**config.mk**
```make
export PLATFORM = sky130hd
export DESIGN_NAME = button_press_repeat_fsm_unit
export DESIGN_NICKNAME = d
export VERILOG_FILES = /design/src/sv/bprf_pkg.sv /design/src/sv/bprf_cfg_regs.sv /design/src/sv/bprf_fsm.sv /design/src/sv/button_press_repeat_fsm_unit.sv
export SDC_FILE = /design/constraint.sdc
export NUM_CORES = 1
export LEC_CHECK = 0
export ABC_AREA = 0
export CELL_PAD_IN_SITES_DETAIL_PLACEMENT = 2
export CELL_PAD_IN_SITES_GLOBAL_PLACEMENT = 2
export CORE_MARGIN = 2
export CORE_UTILIZATION = 44
export DETAILED_ROUTE_END_ITERATION = 12
export DONT_BUFFER_PORTS = 1
export PLACE_DENSITY_LB_ADDON = 0.1
export RECOVER_POWER = 25
export SLEW_MARGIN = 10
export SYNTH_ARGS = -nofsm -noshare
export SYNTH_HDL_FRONTEND = slang
export SYNTH_HIERARCHICAL = 1
export SYNTH_SLANG_ARGS = --single-unit
```
**constraint.sdc**
```tcl
create_clock -name clk -period 7.6 [get_ports clk]
set_clock_uncertainty 0.15 [all_clocks]
set_input_delay 0.76 -clock clk [delete_from_list [all_inputs] [get_ports clk]]
set_output_delay 0.76 -clock clk [all_outputs]
set_load 0.05 [all_outputs]
```
**src/sv/bprf_pkg.sv**
```systemverilog
package bprf_pkg;

  localparam int unsigned TS_W  = 32;
  localparam int unsigned CFG_W = 32;
  localparam int unsigned IDX_W = 2;
  localparam int unsigned CODE_W = 3;

  typedef enum logic [CODE_W-1:0] {
    PH_IDLE     = 3'd0,
    PH_DEBOUNCE = 3'd1,
    PH_PRESSED  = 3'd2,
    PH_REPEAT   = 3'd3,
    PH_RELEASE  = 3'd4
  } phase_t;

  typedef enum logic [CODE_W-1:0] {
    EV_NONE    = 3'd0,
    EV_PRESSED = 3'd1,
    EV_LONG    = 3'd2,
    EV_REPEAT  = 3'd3,
    EV_RELEASE = 3'd4
  } event_t;

  typedef enum logic [IDX_W-1:0] {
    REG_DEBOUNCE = 2'd0,
    REG_LONG     = 2'd1,
    REG_REPEAT   = 2'd2
  } reg_idx_t;

  typedef struct packed {
    logic            pin_level;
    logic [TS_W-1:0] now_ms;
  } in_item_t;

  typedef struct packed {
    logic [CODE_W-1:0] event_code;
    logic [CODE_W-1:0] fsm_state;
  } out_item_t;

  typedef struct packed {
    logic [CFG_W-1:0] debounce_time;
    logic [CFG_W-1:0] long_press_time;
    logic [CFG_W-1:0] repeat_interval;
  } cfg_times_t;

endpackage

```
**src/sv/bprf_cfg_regs.sv**
```systemverilog
module bprf_cfg_regs (
  input  logic                          clk,
  input  logic                          rst_n,
  input  logic                          wr_en,
  input  logic [bprf_pkg::IDX_W-1:0]    wr_index,
  input  logic [bprf_pkg::CFG_W-1:0]    wr_data,
  output bprf_pkg::cfg_times_t          times
);

  bprf_pkg::cfg_times_t times_r;
  bprf_pkg::cfg_times_t times_nxt;

  always_comb begin
    times_nxt = times_r;
    if (wr_en) begin
      case (wr_index)
        bprf_pkg::REG_DEBOUNCE: times_nxt.debounce_time   = wr_data;
        bprf_pkg::REG_LONG:     times_nxt.long_press_time = wr_data;
        bprf_pkg::REG_REPEAT:   times_nxt.repeat_interval = wr_data;
        default:                times_nxt = times_r;
      endcase
    end
  end

  always_ff @(posedge clk) begin
    if (!rst_n) begin
      times_r.debounce_time   <= bprf_pkg::CFG_W'(50);
      times_r.long_press_time <= bprf_pkg::CFG_W'(1000);
      times_r.repeat_interval <= bprf_pkg::CFG_W'(200);
    end else begin
      times_r <= times_nxt;
    end
  end

  assign times = times_r;

endmodule

```
**src/sv/bprf_fsm.sv**
```systemverilog
module bprf_fsm #(
  parameter int unsigned TIME_WIDTH = 32
) (
  input  logic                  clk,
  input  logic                  rst_n,
  input  logic                  step,
  input  bprf_pkg::in_item_t    item,
  input  bprf_pkg::cfg_times_t  times,
  output bprf_pkg::out_item_t   res
);

  localparam int unsigned WIDE_W = 64;

  bprf_pkg::phase_t        phase_r;
  bprf_pkg::phase_t        phase_nxt;
  logic [TIME_WIDTH-1:0]   mark_r;
  logic [TIME_WIDTH-1:0]   mark_nxt;
  bprf_pkg::event_t        ev;

  logic [WIDE_W-1:0]       now_wide;
  logic [WIDE_W-1:0]       deb_wide;
  logic [WIDE_W-1:0]       long_wide;
  logic [WIDE_W-1:0]       rep_wide;
  logic [TIME_WIDTH-1:0]   now_cut;
  logic [TIME_WIDTH-1:0]   elapsed;
  logic                    pressed;
  logic                    past_deb;
  logic                    past_long;
  logic                    past_rep;

  assign now_wide  = {{(WIDE_W-bprf_pkg::TS_W){1'b0}}, item.now_ms};
  assign deb_wide  = {{(WIDE_W-bprf_pkg::CFG_W){1'b0}}, times.debounce_time};
  assign long_wide = {{(WIDE_W-bprf_pkg::CFG_W){1'b0}}, times.long_press_time};
  assign rep_wide  = {{(WIDE_W-bprf_pkg::CFG_W){1'b0}}, times.repeat_interval};
  assign now_cut   = now_wide[TIME_WIDTH-1:0];
  assign elapsed   = now_cut - mark_r;
  assign pressed   = !item.pin_level;
  assign past_deb  = elapsed > deb_wide[TIME_WIDTH-1:0];
  assign past_long = elapsed > long_wide[TIME_WIDTH-1:0];
  assign past_rep  = elapsed > rep_wide[TIME_WIDTH-1:0];

  always_comb begin
    phase_nxt = phase_r;
    mark_nxt  = mark_r;
    ev        = bprf_pkg::EV_NONE;
    case (phase_r)
      bprf_pkg::PH_DEBOUNCE: begin
        if (past_deb) begin
          if (pressed) begin
            phase_nxt = bprf_pkg::PH_PRESSED;
            mark_nxt  = now_cut;
            ev        = bprf_pkg::EV_PRESSED;
          end else begin
            phase_nxt = bprf_pkg::PH_IDLE;
          end
        end
      end
      bprf_pkg::PH_PRESSED: begin
        if (!pressed) begin
          phase_nxt = bprf_pkg::PH_RELEASE;
        end else if (past_long) begin
          phase_nxt = bprf_pkg::PH_REPEAT;
          mark_nxt  = now_cut;
          ev        = bprf_pkg::EV_LONG;
        end
      end
      bprf_pkg::PH_REPEAT: begin
        if (!pressed) begin
          phase_nxt = bprf_pkg::PH_RELEASE;
        end else if (past_rep) begin
          mark_nxt = now_cut;
          ev       = bprf_pkg::EV_REPEAT;
        end
      end
      bprf_pkg::PH_RELEASE: begin
        phase_nxt = bprf_pkg::PH_IDLE;
        ev        = bprf_pkg::EV_RELEASE;
      end
      default: begin
        phase_nxt = bprf_pkg::PH_IDLE;
        if (pressed) begin
          phase_nxt = bprf_pkg::PH_DEBOUNCE;
          mark_nxt  = now_cut;
        end
      end
    endcase
  end

  always_ff @(posedge clk) begin
    if (!rst_n) begin
      phase_r <= bprf_pkg::PH_IDLE;
      mark_r  <= '0;
    end else if (step) begin
      phase_r <= phase_nxt;
      mark_r  <= mark_nxt;
    end
  end

  assign res.event_code = ev;
  assign res.fsm_state  = phase_nxt;

`ifndef SYNTH
  a_release_to_idle: assert property (@(posedge clk) disable iff (!rst_n)
    step && phase_r == bprf_pkg::PH_RELEASE |=> phase_r == bprf_pkg::PH_IDLE)
    else $error("release did not return to idle");

  a_repeat_only_held: assert property (@(posedge clk) disable iff (!rst_n)
    ev == bprf_pkg::EV_REPEAT |-> phase_r == bprf_pkg::PH_REPEAT && pressed)
    else $error("repeat event outside repeat mode");

  a_hold_without_step: assert property (@(posedge clk) disable iff (!rst_n)
    !step |=> $stable(mark_r) && $stable(phase_r))
    else $error("state moved without a request");
`endif

endmodule

```
**src/sv/button_press_repeat_fsm_unit.sv**
```systemverilog
// Channel  Direction  Handshake             Payload
// in_      input      in_valid / in_stall   bprf_pkg::in_item_t  (pin_level, now_ms)
// out_     output     out_valid / out_stall bprf_pkg::out_item_t (event_code, fsm_state)
// cfg_     input      cfg_valid / cfg_ready cfg_index, cfg_wdata
//
// Each request yields exactly one result via the input and result registers.
// One request per cycle is taken while in_stall is low.
// Reset (synchronous, rst_n low) sets state idle, mark time zero and the
// configured times to 50, 1000 and 200; cfg_ready is always high.
// in_stall rises only when the input register is full and the result
// register is held by out_stall.
module button_press_repeat_fsm_unit #(
  parameter int unsigned TIME_WIDTH = 32
) (
  input  logic                        clk,
  input  logic                        rst_n,
  input  logic                        in_valid,
  output logic                        in_stall,
  input  bprf_pkg::in_item_t          in_data,
  output logic                        out_valid,
  input  logic                        out_stall,
  output bprf_pkg::out_item_t         out_data,
  input  logic                        cfg_valid,
  output logic                        cfg_ready,
  input  logic [bprf_pkg::IDX_W-1:0]  cfg_index,
  input  logic [bprf_pkg::CFG_W-1:0]  cfg_wdata
);

  logic                  s1_valid_r;
  logic                  s1_valid_nxt;
  bprf_pkg::in_item_t    s1_data_r;
  logic                  out_valid_r;
  logic                  out_valid_nxt;
  bprf_pkg::out_item_t   out_data_r;
  logic                  out_free;
  logic                  advance;
  bprf_pkg::cfg_times_t  times;
  bprf_pkg::out_item_t   fsm_res;

  assign cfg_ready = 1'b1;
  assign out_free  = !out_valid_r || !out_stall;
  assign advance   = s1_valid_r && out_free;
  assign in_stall  = s1_valid_r && !out_free;

  bprf_cfg_regs u_cfg (
    .clk      (clk),
    .rst_n    (rst_n),
    .wr_en    (cfg_valid && cfg_ready),
    .wr_index (cfg_index),
    .wr_data  (cfg_wdata),
    .times    (times)
  );

  bprf_fsm #(
    .TIME_WIDTH (TIME_WIDTH)
  ) u_fsm (
    .clk   (clk),
    .rst_n (rst_n),
    .step  (advance),
    .item  (s1_data_r),
    .times (times),
    .res   (fsm_res)
  );

  always_comb begin
    s1_valid_nxt  = in_stall ? s1_valid_r : in_valid;
    out_valid_nxt = out_free ? s1_valid_r : out_valid_r;
  end

  always_ff @(posedge clk) begin
    if (!rst_n) begin
      s1_valid_r  <= 1'b0;
      out_valid_r <= 1'b0;
    end else begin
      s1_valid_r  <= s1_valid_nxt;
      out_valid_r <= out_valid_nxt;
    end
  end

  always_ff @(posedge clk) begin
    if (in_valid && !in_stall) begin
      s1_data_r <= in_data;
    end
    if (advance) begin
      out_data_r <= fsm_res;
    end
  end

  assign out_valid = out_valid_r;
  assign out_data  = out_data_r;

`ifndef SYNTH
  a_result_loaded: assert property (@(posedge clk) disable iff (!rst_n)
    advance |=> out_valid_r && out_data_r == $past(fsm_res))
    else $error("result register missed a request");

  a_release_idle: assert property (@(posedge clk) disable iff (!rst_n)
    out_valid_r && out_data_r.event_code == bprf_pkg::EV_RELEASE
      |-> out_data_r.fsm_state == bprf_pkg::PH_IDLE)
    else $error("release event not paired with idle");
`endif

endmodule

```
## Word-level counts from Yosys, hierarchy flattened

Cells that the tools add are included.

| storage, ports and cells | value |
|---|---|
| flip-flop bits (word level) | 172 |
| bits in latches | 0 |
| RAM bits | 0 |
| ROM bits | 0 |
| word-level logic and storage cells | 60 |
| memories kept | 0 |

| cells by class | value |
|---|---|
| $add $sub $neg | 1 |
| multiply operators | 0 |
| divide/modulo/power cells | 0 |
| $lt $le $gt $ge | 3 |
| eq/ne operators | 11 |
| shift-type cells | 0 |
| mux-type cells | 20 |
| bitwise operators | 1 |
| reduce and logical (&&, ||, !) cells | 13 |

Operators by type and width:

| kind | count |
|---|---|
| 32-bit 2-to-1 mux | 6 |
| 32-bit one-hot mux with 4 select lines | 1 |
| 32-bit > comparator | 3 |
| 32-bit subtractor | 1 |
| 3-bit one-hot mux with 4 select lines | 2 |
| 3-bit 2-to-1 mux | 7 |
| 7-bit AND reduction | 1 |
| 3-bit by 2-bit == test with 1-bit output (second input constant) | 2 |
| 2-bit 2-to-1 mux | 3 |
| 2-bit by 1-bit inequality test with 1-bit output (second input constant) | 3 |
| 2-bit AND reduction | 3 |
| 1-bit zero test | 4 |
| 2-bit inequality test (second input constant) | 2 |
| 3-bit by 1-bit == test with 1-bit output (second input constant) | 1 |
| 3-bit == test (second input constant) | 1 |
| 1-bit logical AND | 3 |
| 2-bit by 1-bit == test with 1-bit output (second input constant) | 1 |
| 2-bit == test (second input constant) | 1 |
| 2-bit zero test | 1 |
| 1-bit logical OR | 1 |
| 1-bit 2-to-1 mux | 1 |
| 1-bit NOT | 1 |

## Longest topological paths before layout

| depth | value |
|---|---|
| depth after elaboration | 6 |
| gate-level depth with buffers | 23 |

## Cells and area by module

The synthesis kept the hierarchy.

By module, submodules not included:

| module | times used | cells each | area each (um^2) | sequential area each (um^2) |
|---|---|---|---|---|
| bprf_fsm | 1 | 781 | 5738.0 | 700.7 |
| bprf_cfg_regs | 1 | 359 | 3709.8 | 1921.8 |
| button_press_repeat_fsm_unit | 1 | 49 | 1266.2 | 1211.2 |

## Worst setup path before layout

No wires, ideal clock.

| timing | value |
|---|---|
| path kind | reg2reg |
| from | register s1_data_r[0] (netlist bit) |
| to | register u_fsm.phase_r[0] |
| arrival | 4464 ps |
| required time | 7389 ps |
| slack | 2925 ps |
| stages on the path, launching flop included | 21 |
| path buffers | 0 |
| period minus slack after synthesis | 4675 ps |
| cells stage by stage | edfxtp_1 -> inv_1 -> ha_1 -> inv_1 -> fa_1 -> a21oi_1 -> o21ai_0 -> o22ai_1 -> o2111ai_1 -> a21bo_2 -> a21oi_1 -> nor4_1 -> a311o_1 -> ha_1 -> nand4_1 -> nor4_1 -> o21ai_0 -> o211ai_1 -> a2111oi_0 -> a2111oi_0 -> a31o_2 |

RTL lines:

| item | RTL line | RTL |
|---|---|---|
| from (decl) | button_press_repeat_fsm_unit.sv:31 | `bprf_pkg::in_item_t s1_data_r;` |
| from (signal assigned) | button_press_repeat_fsm_unit.sv:82 | `s1_data_r <= in_data;` |
| to (signal assigned) | bprf_fsm.sv:91 | `phase_r <= bprf_pkg::PH_IDLE;` |
| to (signal assigned) | bprf_fsm.sv:94 | `phase_r <= phase_nxt;` |
| to (decl) | bprf_fsm.sv:14 | `bprf_pkg::phase_t phase_r;` |

## Worst setup path in the final report

| timing | value |
|---|---|
| from | register s1_data_r[0] (netlist bit) |
| to | register u_fsm.mark_r[13] |

| between the ends | value |
|---|---|
| longest elaborated chain between the ends | 4 |
| elaborated cells on any way between the ends | 8 |
| classes of those cells | add/sub: 1; order compare: 3; eq/ne: 3; reduce/logical: 1 |

Ends and longest elaborated chain:

| item | RTL line | RTL |
|---|---|---|
| 32-bit subtractor (*) | bprf_fsm.sv:36 | `assign elapsed = now_cut - mark_r;` |
| 32-bit > comparator, on equally long branches | bprf_fsm.sv:40, bprf_fsm.sv:38, bprf_fsm.sv:39 |  |
| 2-bit by 1-bit inequality test with 1-bit output (no line) | n/a |  |
| 7-bit AND reduction (no line) (*) | n/a |  |
| to (signal assigned) | bprf_fsm.sv:95 | `mark_r <= mark_nxt;` |
| to (decl) | bprf_fsm.sv:16 | `logic [TIME_WIDTH-1:0] mark_r;` |

Every way passes the cells marked *; elsewhere a longest branch is shown, timed or not.
A chain may end at the register's enable or synchronous reset.

==> impl_metrics.py <==
metrics = {
    "die": {
        "std_cell_rows": 57,
        "core_area_um2": 24110,
        "fp.dieW_um": 160.0,
        "start_util": 0.4445,
        "die_area_um2": 25610,
        "io_pins": 81,
        "die_h_um": 160.0,
    },
    "yosys": {
        "synth-seq-area-share": 0.3578,
        "syn-num-nets": 1389,
        "synthArstFlopShare": 0,
        "netlist_area_um2": 10710,
        "avgSynthCellArea_um2": 9.011,
        "synth.ff_latch_count": 172,
        "synth.distinct_cells": 72,
        "yosys_warnings": 6,
        "synth_enable_flop_cells": 39,
        "synthCells": 1189,
        "synth_ff_type": "dfxtp_1",
    },
    "timing": {
        "hold_ws_ps": 267.1,
        "max_freq_ghz": 0.1576,
        "setup_slack_ps": 1253,
        "tightest_slew_ps": 1884,
        "finalCritPeriodShare": 0.8351,
        "rsz0062_at_grt": "false",
        "setup_tns_ps": 0,
        "maxSlewViolCount": 20,
        "hold_viol_final": 0,
        "setup_viol": 0,
        "min_period_ps": 6347,
        "maxSlewHeadroom": -0.2559,
    },
    "cells_and_area": {
        "fillCellCount": 2686,
        "multi_input_area_um2": 5972,
        "syn_to_final_growth_pct": 5.898,
        "drive_gt1_frac": 0.03801,
        "fin_area_um2": 11350,
        "diodes": 0,
        "layoutNonFillerInstCount": 1508,
        "nets": 1371,
        "regArea_um2": 3834,
    },
    "route": {
        "wl_per_cell_um": 20.78,
        "route.detailed.drc": 0,
        "drtPass1Iterations": 4,
        "routed_wl_um": 31340,
        "drtAntennaViolNets": 0,
        "drt_iter0_drc": 394,
        "vias_per_cell": 5.519,
        "route.vias.total": 8323,
    },
    "worst_hold_path": {
        "hold_class": "input port to flip-flop",
    },
    "place": {
        "place_area_um2": 10790,
        "globalplace.congestion": 0.8447,
        "pre_cts_ws_ps": 1394,
        "place_inst": 1476,
        "dp_hpwl_um": 22860,
        "io_buffers": 0,
    },
    "clock_network": {
        "cts-resized-gates": 0,
        "clock_path_buffers": 2,
        "cts_buffers": 17,
        "htree_levels": 4,
        "cts_root_buf": "clkbuf_16",
        "clk_latency_ps": 430,
        "cts.sinks": 172,
        "cts_hold_buffers": 0,
        "post_cts_buffers": 0,
        "clk_pin_slew_ps": 80,
        "cts_tree": "yes",
    },
    "global_route": {
        "grt_overflow": 0,
        "grt_pass1_vias": 9305,
        "grt_pass1_wl_um": 50360,
        "antenna_found_initial": 0,
        "grt_usage": 0.2492,
        "grt_max_degree": 203,
    },
    "pwr": {
        "peakVddDrop_uv": 150.1,
        "p_leak_nw": 4.656,
        "powerDensity_nw_per_um2": 215.8,
    },
    "outcome": {
        "failed_checks": "capacitance limit, slew limit",
        "outcome": "finished, violations left",
    },
    "setup_path": {
        "cp.required_ps": 7810,
        "crit_type": "flip-flop to flip-flop",
        "end_kind": "flip-flop",
        "worstPathMaxFanout": 20,
        "cp.arrival_ps": 6550,
        "critPathLaunchType": "flip-flop",
    },
    "run": {
        "drv_cap": 1,
    },
}
-- final timing paths --
check / start / end / slack (ps) / depth (start not counted)
max: s1_data_r[0] / u_fsm/mark_r[13] / 1250 / 22
min: in_data[23] / s1_data_r[23] / 270 / 0
max reg2reg: s1_data_r[0] / u_fsm/mark_r[13] / 1250 / 22
min reg2reg: u_fsm/mark_r[7] / u_fsm/mark_r[7] / 310 / 2
-- routing by layer --
layer / vias up / routed length [um] / GRT usage / part of all wire
met5: - / 0 / 0 / 0
met4: 0 / 587 / 0.07330 / 0.019
met3: 31 / 676 / 0.03429 / 0.022
met2: 102 / 16570 / 0.4738 / 0.53
met1: 4136 / 13500 / 0.2894 / 0.43
li1: 4054 / - / - / -
-- final cells by class --
cell class / count / area share
repair buffers: 6 / 0.003639
inverters: 141 / 0.04665
flip-flops and latches: 172 / 0.3379
well taps: 324 / 0.03573
multi-input cells: 833 / 0.5264
clock buffers: 19 / 0.03816
clock inverters: 13 / 0.01158
-- logic make-up after synthesis --
| kind of cell | synth area share |
|---|---|
| AO/OA/AOI/OAI | 0.1073 |
| XOR/XNOR | 0.02207 |
| adder cells (fa/ha/maj) | 0.1502 |
| buffers and inverters | 0.08619 |
| flip-flops | 0.3578 |
| multiplexers | 0.1168 |
| other | 0.0003500 |
| AND/OR/NAND/NOR | 0.1593 |
-- critical path: stages, from the launching register on --
cell       delay [ps]
edfxtp_1          380
inv_1              70
ha_1              170
inv_1              60
fa_1              400
a21oi_1           200
o21ai_0           170
o22ai_1           360
o2111ai_1         360
nand3b_1          250
a31oi_1           180
a311oi_1          360
xnor2_1           220
ha_1              330
nand4_1           150
nor4_1            550
o21ai_0           170
a21oi_1           170
nor4b_1           100
o21ai_0           150
o311a_2           770
buf_4             320
mux2i_1           220
-- power breakdown --
part	leakage, nW	internal [W]	switching [W]
logic	2.92	0.000223	0.000354
clock network	0.275	0.000462	0.000408
registers	1.46	0.000973	0.0000288
-- per-stage QoR --
| stage | util | total power [W] |
|---|---|---|
| floorplan | - | 0.001431 |
| global placement | 0.4474 | 0.001548 |
| detailed placement | 0.4474 | 0.001581 |
| CTS | 0.4708 | 0.002475 |
| global route | 0.4707 | 0.002582 |
| finish | 0.4707 | 0.002449 |
-- cells in the mapped netlist (12+ instances only) --
library cell | count | area (um2)
nand3_1 | 17 | 85.08
buf_2 | 12 | 60.06
ha_1 | 127 | 1589
a21o_1 | 17 | 127.6
a21oi_1 | 68 | 340.3
nand4_1 | 16 | 100.1
edfxtp_1 | 39 | 1171
o21ai_0 | 30 | 150.1
nand2_1 | 215 | 807.0
nor2b_1 | 21 | 131.4
dfxtp_1 | 133 | 2663
nor2_1 | 38 | 142.6
inv_1 | 141 | 529.3
nor3_1 | 12 | 60.06
mux2i_1 | 125 | 1251
xnor2_1 | 19 | 166.4
-- cells in the final DEF, fill, tap and decap left out, drive strengths merged, types with 3 or more instances in the layout --
cell / netlist / layout
nand2: 215 / 215
inv: 141 / 148
dfxtp: 133 / 133
ha: 127 / 127
mux2i: 125 / 125
a21oi: 68 / 68
edfxtp: 39 / 39
nor2: 38 / 38
o21ai: 31 / 31
nor2b: 21 / 21
clkbuf: 6 / 20
xnor2: 19 / 19
nand3: 17 / 17
a21o: 17 / 17
nand4: 16 / 16
nor3: 12 / 12
o21a: 10 / 10
o211ai: 10 / 10
a31oi: 9 / 9
a211oi: 8 / 8
xor2: 8 / 8
nor4: 7 / 7
and3: 7 / 7
buf: 31 / 5
nand2b: 5 / 5
nor3b: 5 / 5
nand3b: 4 / 4
or3: 4 / 4
clkinv: 0 / 4
o31ai: 3 / 3
and3b: 3 / 3
and4: 3 / 3
a21boi: 3 / 3
-- state kept, by name (all words and copies together), names as in the netlist --
register	flops
out_data	6
u_cfg/times	96
s1_data_r	33
u_fsm/phase_r	3
out_valid	1
u_fsm/mark_r	32
s1_valid_r	1
No activity file was read; power rests on OpenSTA's default activity.
